<file path="config.mk">
export PLATFORM = sky130hd
export DESIGN_NAME = brvm_stack
export DESIGN_NICKNAME = d
export VERILOG_FILES = /design/src/design/brvm_pkg.sv /design/src/design/brvm_stack.sv
export SDC_FILE = /design/constraint.sdc
export NUM_CORES = 1
export LEC_CHECK = 0
export ABC_AREA = 1
export BUFFER_PORTS_ARGS = -buffer_cell sky130_fd_sc_hd__clkbuf_2
export CAP_MARGIN = 15
export CORE_ASPECT_RATIO = 2
export CORE_UTILIZATION = 55
export DETAILED_ROUTE_END_ITERATION = 16
export PLACE_DENSITY = 0.74
export SYNTH_ARGS = -nofsm -noshare
export SYNTH_HDL_FRONTEND = slang
export SYNTH_SLANG_ARGS = --single-unit
</file>
<file path="constraint.sdc">
create_clock -name clock -period 5.16 [get_ports clock]
set_clock_uncertainty 0.15 [all_clocks]
set_input_delay 1.548 -clock clock [delete_from_list [all_inputs] [get_ports clock]]
set_output_delay 1.548 -clock clock [all_outputs]
set_load 0.03 [all_outputs]
</file>
<file path="src/design/brvm_pkg.sv">
// Package for the backtracking regex machine: codes, instruction word layout
// and the UTF-8 length helper. No dependencies.
package brvm_pkg;

   // Input operation codes.
   localparam logic [1:0] OP_LOAD_PROG = 2'd0;
   localparam logic [1:0] OP_LOAD_TEXT = 2'd1;
   localparam logic [1:0] OP_RUN       = 2'd2;

   // Instruction kinds.
   localparam logic [3:0] K_CHAR   = 4'd0;
   localparam logic [3:0] K_ANY    = 4'd1;
   localparam logic [3:0] K_LHEAD  = 4'd2;
   localparam logic [3:0] K_LTAIL  = 4'd3;
   localparam logic [3:0] K_HEAD   = 4'd4;
   localparam logic [3:0] K_TAIL   = 4'd5;
   localparam logic [3:0] K_JMP    = 4'd6;
   localparam logic [3:0] K_SPLIT  = 4'd7;
   localparam logic [3:0] K_FINISH = 4'd8;
   localparam logic [3:0] K_SAVE   = 4'd9;
   localparam logic [3:0] K_MATCH  = 4'd10;

   // Run status codes.
   localparam logic [1:0] ST_NOMATCH  = 2'd0;
   localparam logic [1:0] ST_MATCH    = 2'd1;
   localparam logic [1:0] ST_OVERFLOW = 2'd2;
   localparam logic [1:0] ST_STEPS    = 2'd3;

   localparam logic [7:0] NEWLINE_BYTE = 8'h0A;
   localparam int POS_W = 11;
   localparam int ADDR_W = 16;

   // One program word as stored.
   typedef struct packed {
      logic signed [8:0] jump_b;
      logic signed [8:0] jump_a;
      logic [7:0]        ch;
      logic [3:0]        kind;
   } instr_word_type;

   // Access request to the program and text memories.
   typedef struct packed {
      logic              prog_we;
      logic [ADDR_W-1:0] prog_waddr;
      instr_word_type    prog_wdata;
      logic [ADDR_W-1:0] prog_raddr;
      logic              text_we;
      logic [ADDR_W-1:0] text_waddr;
      logic [7:0]        text_wdata;
      logic [ADDR_W-1:0] text_raddr;
   } store_req_type;

   // Stack operation request.
   typedef struct packed {
      logic clear;
      logic push;
      logic pop;
   } stack_op_type;

   // Byte count of a UTF-8 character from its lead byte.
   function automatic logic [2:0] utf8_len(input logic [7:0] c);
      logic [2:0] n;
      if (c[7] == 1'b0) n = 3'd1;
      else if (c[7:5] == 3'b110) n = 3'd2;
      else if (c[7:4] == 4'b1110) n = 3'd3;
      else if (c[7:3] == 5'b11110) n = 3'd4;
      else n = 3'd1;
      return n;
   endfunction

endpackage

</file>
<file path="src/design/brvm_stack.sv">
// Resume-point stack of the regex machine: a memory with a fill count,
// push at the count and registered read on pop. Depends on brvm_pkg.
module brvm_stack #(
   parameter int DEPTH = 64,
   parameter int WIDTH = 22
) (
   input  logic                   clock,
   input  logic                   reset,
   input  brvm_pkg::stack_op_type op,
   input  logic [WIDTH-1:0]       push_data,
   output logic [WIDTH-1:0]       pop_data,
   output logic                   empty,
   output logic                   full
);
   import brvm_pkg::*;

   localparam int AW = (DEPTH > 1) ? $clog2(DEPTH) : 1;
   localparam int CW = $clog2(DEPTH + 1);

   logic [WIDTH-1:0] mem [DEPTH];
   logic [CW-1:0]    count_ff;
   logic [CW-1:0]    count_in;
   logic [CW-1:0]    count_dec;

   assign count_dec = count_ff - CW'(1);
   assign empty = (count_ff == '0);
   assign full  = (count_ff == CW'(DEPTH));

   // Next fill count.
   always_comb begin
      count_in = count_ff;
      if (op.clear) count_in = '0;
      else if (op.push) count_in = count_ff + CW'(1);
      else if (op.pop) count_in = count_dec;
   end

   always_ff @(posedge clock) begin
      if (reset) begin
         count_ff <= '0;
      end else begin
         count_ff <= count_in;
      end
   end

   // Storage: write at the count, read the top entry.
   always_ff @(posedge clock) begin
      if (op.push) begin
         mem[AW'(count_ff)] <= push_data;
      end
      pop_data <= mem[AW'(count_dec)];
   end

endmodule

</file>
==> results of run 1 <==
per-layer routing:
metal	vias up	share of wire (%)	global-route usage, %
met5	-	0	0
met4	0	8.4	22.6
met3	495	8.0	3.97
met2	2059	50	50.0
met1	18565	34	35.2
li1	17099	-	-
sequential cells by signal, summed over array words and instances (netlist names):
signal / cells
count_ff: 7
mem: 1408
pop_data: 22
worst max path at each step:
| stage | from | endpoint | cells after the start |
|---|---|---|---|
| finish | count_ff[4]$_SDFFE_PP0P_ | full | 6 |
| global route | count_ff[4]$_SDFFE_PP0P_ | full | 6 |
| CTS | count_ff[4]$_SDFFE_PP0P_ | full | 6 |
| detailed placement | op[1] | mem[4][18]$_DFFE_PP_ | 4 |
| global placement | count_ff[0]$_SDFFE_PP0P_ | pop_data[18]$_DFF_P_ | 11 |
| floorplan | op[1] | mem[34][0]$_DFFE_PP_ | 3 |
synth_stat cells (all sizes together):
cell type  count
a21oi          4
a31oi          1
buf          140
clkbuf       171
clkinv         2
dfxtp         29
edfxtp      1408
ha             3
inv           51
nand2       1795
nand3       1177
nand4          6
nor2          79
nor4           6
nor4b          1
o211ai        14
o21ai          9
o221ai         2
o31ai          1
or2            1
xor2           3
critical path, stage by stage (launching register included):
cell	delay (ns)
dfxtp_1	0.49
nor2_1	0.22
inv_1	0.08
nor2_1	0.14
clkinv_1	0.38
nor4b_1	0.51
clkbuf_2	0.28
power by group through the flow:
| stage | sequential (mW) | combinational [mW] | clock, mW |
|---|---|---|---|
| 2_1_floorplan | 13.3 | 1.33 | 0 |
| 3_3_place_gp | 13.3 | 2.57 | 0 |
| 3_5_place_dp | 13.3 | 2.61 | 0 |
| 4_1_cts | 13.0 | 2.62 | 8.59 |
| 5_1_grt | 13.0 | 2.81 | 8.99 |
| 6_report | 13.0 | 2.67 | 8.56 |
layout make-up:
| type | instances | area (sq um) | area share, % |
|---|---|---|---|
| antenna | 2 | 5.00 | 0.00791 |
| clock buffer | 132 | 2890 | 4.56 |
| clock inverter | 66 | 661 | 1.04 |
| inverter | 53 | 219 | 0.346 |
| multi-input combinational | 3102 | 13500 | 21.4 |
| sequential | 1437 | 42900 | 67.8 |
| tap | 1352 | 1690 | 2.67 |
| timing repair buffer | 176 | 1370 | 2.17 |
logic make-up after synthesis:
family	count (synthesis)	synth area share (%)
AOI/OAI and AO/OA	31	0.349
xor gates and xnor gates	3	0.0846
adders and majority gates	3	0.0651
buffers and inverters	364	2.66
DFF	1437	74.3
and+or+nand+nor	3065	22.6
layout by cell type, fill, tap and decap left out, types with 20 or more instances in the layout:
| master | instances |
|---|---|
| dfxtp_1 | 28 |
| clkinv_2 | 22 |
| clkbuf_2 | 50 |
| buf_4 | 112 |
| clkinv_1 | 20 |
| inv_1 | 46 |
| nor2_2 | 60 |
| edfxtp_1 | 1408 |
| clkbuf_16 | 111 |
| nand2_1 | 1793 |
| nand3_1 | 1177 |
==> metrics.cfg, run 1 <==
[place]
hpwl_microns=92400
placed_area_sq_mm=0.0597
portBuffers=50
gp_congestion=0.932
placedCellCount=6120
post-place-ws_ns=1.30

[synth]
syn-instance-count=4903
syn-cell-area_sq_mm=0.0577
synth_cell_types=26
synth_top_cell_by_area=edfxtp_1
yosys_warnings=0
synth_top_area_share_pct=73.3
ys_seq_area_share_pct=74.3
synthTopCellsByArea=edfxtp_1, nand2_1, nand3_1
synth_nets=4933
synth_seq_cells=1437
syn_area_per_cell_sq_um=11.8

[drt]
drt_iter0_drc=4695
drc=0
num_vias=38218
wl_microns=158000
firstDrtPassIters=6
via_per_inst=6.05
routedWlPerCell_microns=25.1
ant_nets=0

[worst_setup_path]
ff2ff_path_depth=11
crit_arrival_ns=2.81
cp.required_ns=3.46
r2r_start=count_ff[0]$_SDFFE_PP0P_
r2r_end=pop_data[13]$_DFF_P_
start_kind=register
r2r_slack_ns=1.22
crit_fanout=12
crit_path_end_kind=output port
worstSetupPathType=reg2out

[power]
power.density_mw_per_mm2=383
p_int_mw=18.1
leakage_nw=22.6
switching_power_mw=6.16
finalPower_mw=24.2
power_frac_seq_pct=53.7
combPwrFrac_pct=11.0
switching_share_pct=25.4
irDropWorstVdd_uv=277
clock_power_share_pct=35.3

[global_route]
antenna_found_initial=2
grt-ovfl-total=0
grt_pass1_vias=36938
grt_pass1_wl_microns=232000
track_usage_pct=30.0
grt_max_degree=214

[sta]
fin_setup_tns_ns=0
tightest_slew_ns=1.38
hold_viol_final=0
hold_ws_ns=0.322
max-slew-margin-rel_pct=8.07
fmax_ghz=0.222
finalCritPeriodShare_pct=87.4
rsz0062_at_grt=false
finalWorstSetupSlack_ns=0.650
fin_crit_ns=4.51
drv_slew=0
setup_viol=0

[cts]
cts_tree=yes
ctsLongestPathBuffers=3
clock-sinks=1437
htree_levels=3
clk_latency_ns=0.75
cts_resized=0
postCtsHoldBufs=0
cts_setup_buffers=0
cts_buffers=108
cts_root_buf=clkbuf_16
clk_pin_slew_ns=0.07

[min_path]
hold_end=count_ff[6]$_SDFFE_PP0P_
min_from=count_ff[6]$_SDFFE_PP0P_
holdPathStages=1
min_path_type=reg2reg

[finish]
utilization_pct=60.9
fin_area_sq_mm=0.0632
fin_cells=6320
syn2layout_area_growth_pct=9.60
drive_gt1_share_pct=8.38
fill_cells=7680
nets=4908

[die]
start_util_pct=55.6
num_rows=167
ioPinCount=51
die_area_sq_mm=0.106
chipWidth_microns=231
die_y_microns=460
design.core.area_sq_mm=0.104

[run]
cap_violations=0

[status]
run_status=finished, final reports clean

No activity file was read; power rests on OpenSTA's default activity.
==> inputs of run 2 (changes only) <==
==> constraint.sdc (replaced) <==
create_clock -name clock -period 4.8 [get_ports clock]
set_clock_uncertainty 0.15 [all_clocks]
set_input_delay 1.44 -clock clock [delete_from_list [all_inputs] [get_ports clock]]
set_output_delay 1.44 -clock clock [all_outputs]
set_load 0.03 [all_outputs]
==> run 2 against run 1 <==
Sequential share of layout area shrank 0.33 points. Via count up 1.1%. Count of clock-buffer cells in the layout increased by 4. Core utilization rose by 0.30 points. First-iteration DRC count rose by 6.0%. Register-to-register slack improved by 0.02 ns. Global-route usage grew 0.78 points. Total power increased by 9.0%. Critical path type unchanged. Largest cell class unchanged. Largest power group unchanged. Highest routed layer is now met5.
==> metrics.cfg, run 2 (synthesized netlist as in run 1, its figures left out) <==
[worst_setup_path]
r2r_start=count_ff[1]$_SDFFE_PP0P_
crit_fanout=12  ; unchanged
start_kind=register
r2r_slack_ns=1.24  ; +0.02 ns
crit_arrival_ns=2.87  ; +0.06 ns
r2r_end=pop_data[19]$_DFF_P_
worstSetupPathType=reg2out
ff2ff_path_depth=11  ; unchanged
crit_path_end_kind=output port
cp.required_ns=3.21  ; -0.25 ns

[global_route]
grt_max_degree=211  ; -1.4%
grt_pass1_wl_microns=236000  ; +2.0%
track_usage_pct=30.7  ; +0.78 points
grt_pass1_vias=37345  ; +1.1%
antenna_found_initial=5  ; +3
grt-ovfl-total=0  ; unchanged

[cts]
htree_levels=3  ; unchanged
clock-sinks=1437  ; unchanged
cts_tree=yes
cts_buffers=112  ; +3.7%
clk_pin_slew_ns=0.07  ; about the same
cts_resized=0  ; unchanged
clk_latency_ns=0.75  ; about the same
ctsLongestPathBuffers=3  ; unchanged
postCtsHoldBufs=0  ; unchanged
cts_setup_buffers=0  ; unchanged
cts_root_buf=clkbuf_16

[power]
finalPower_mw=26.4  ; +9.0%
irDropWorstVdd_uv=306  ; +10%
power.density_mw_per_mm2=416  ; +8.5%
leakage_nw=22.8  ; +0.57%

[die]
design.core.area_sq_mm=0.104  ; unchanged
die_area_sq_mm=0.106  ; unchanged
die_y_microns=460  ; unchanged
num_rows=167  ; unchanged
chipWidth_microns=231  ; unchanged
ioPinCount=51  ; unchanged
start_util_pct=55.6  ; unchanged

[finish]
nets=4918  ; +0.20%
fill_cells=7680  ; unchanged
top_regs=mem (1408), pop_data (22), count_ff (7)
largest_register=mem
fin_area_sq_mm=0.0636  ; +0.49%
final_common_cell=nand2_1
seq_area_sq_mm=0.0429  ; unchanged
syn2layout_area_growth_pct=10.1
drive_gt1_share_pct=8.51  ; +0.14 points
largest_register_ffs=1408  ; unchanged
multi_input_area_sq_mm=0.0135  ; unchanged
final_cell_mix=nand2_1, edfxtp_1, nand3_1, clkbuf_16, buf_4
utilization_pct=61.2  ; +0.30 points

[drt]
drc=0  ; unchanged
wl_microns=162000  ; +2.4%
drt_iter0_drc=4979  ; +6.0%
firstDrtPassIters=6  ; unchanged
via_per_inst=6.10  ; +0.89%
num_vias=38651  ; +1.1%
ant_nets=0  ; unchanged
routedWlPerCell_microns=25.6  ; +2.2%

[sta]
rsz0062_at_grt=false
finalCritPeriodShare_pct=93.0
fmax_ghz=0.224
tightest_slew_ns=1.26  ; -0.120 ns
fin_setup_tns_ns=0  ; unchanged
setup_viol=0  ; unchanged
drv_slew=0  ; unchanged
max-slew-margin-rel_pct=16.1  ; +8.0 points
fin_crit_ns=4.46
hold_viol_final=0  ; unchanged

[status]
run_status=finished, final reports clean

[place]
gp_congestion=0.965  ; +3.6%
placed_area_sq_mm=0.0598  ; +0.21%
portBuffers=50  ; unchanged
hpwl_microns=94500  ; +2.3%

[run]
cap_violations=0  ; unchanged

[min_path]
min_path_type=reg2reg
hold_end=count_ff[6]$_SDFFE_PP0P_
holdPathStages=1  ; unchanged
min_from=count_ff[6]$_SDFFE_PP0P_

## run 2: cell count changes in the layout (fill, tap and decap cells not counted), sizes merged
cell      change
clkinvlp      -1
inv           +2
bufinv        +2
clkbuf        +4
diode         +1
clkinv        +1
buf           +6
## run 2: worst max path at each step
stage | from | endpoint | slack [ns]
after floorplan | op[1] | mem[34][0]$_DFFE_PP_ | 0.14
after global placement | count_ff[4]$_SDFFE_PP0P_ | full | 1.06
after detailed placement | op[1] | mem[42][4]$_DFFE_PP_ | 1.04
after CTS | count_ff[4]$_SDFFE_PP0P_ | full | 0.34
after global routing | count_ff[4]$_SDFFE_PP0P_ | full | 0.12
final | count_ff[4]$_SDFFE_PP0P_ | full | 0.34
## run 2: through the flow
step           hold slack (ns)  cells  setup WS, ns
6_report                 0.360   6335         0.338
5_1_grt                  0.409   6333         0.116
4_1_cts                  0.351   6331         0.343
3_5_place_dp             0.335   6125          1.04
3_3_place_gp             0.306   6125          1.06
2_1_floorplan            0.286   4903         0.138
## run 2: final cells by class
| type | count | area share [%] |
|---|---|---|
| tap | 1352 | 2.66 |
| multi-input combinational | 3102 | 21.3 |
| inverter | 53 | 0.345 |
| sequential | 1437 | 67.4 |
| antenna | 3 | 0.0118 |
| clock buffer | 136 | 4.58 |
| timing repair buffer | 182 | 2.39 |
| clock inverter | 70 | 1.25 |
## run 2: worst max-delay path, cell delays in order (launching register included)
cell      delay, ns
dfxtp_1        0.47
nor2_1         0.21
inv_1          0.08
nor2_1         0.14
clkinv_1       0.36
nor4b_1        0.57
clkbuf_2       0.30
## run 2: where the power goes
group	leakage, nW	internal, mW	switching, mW
Clock	1.79	5.11	4.38
Combinational	8.05	0.657	2.28
Sequential	12.9	13.9	0.133
Total	22.8	19.6	6.79
## run 2: layer usage
metal	track usage, %	wire [microns]
met5	0	35
met4	23.0	13700
met3	4.78	14700
met2	50.4	79800
met1	36.7	54100
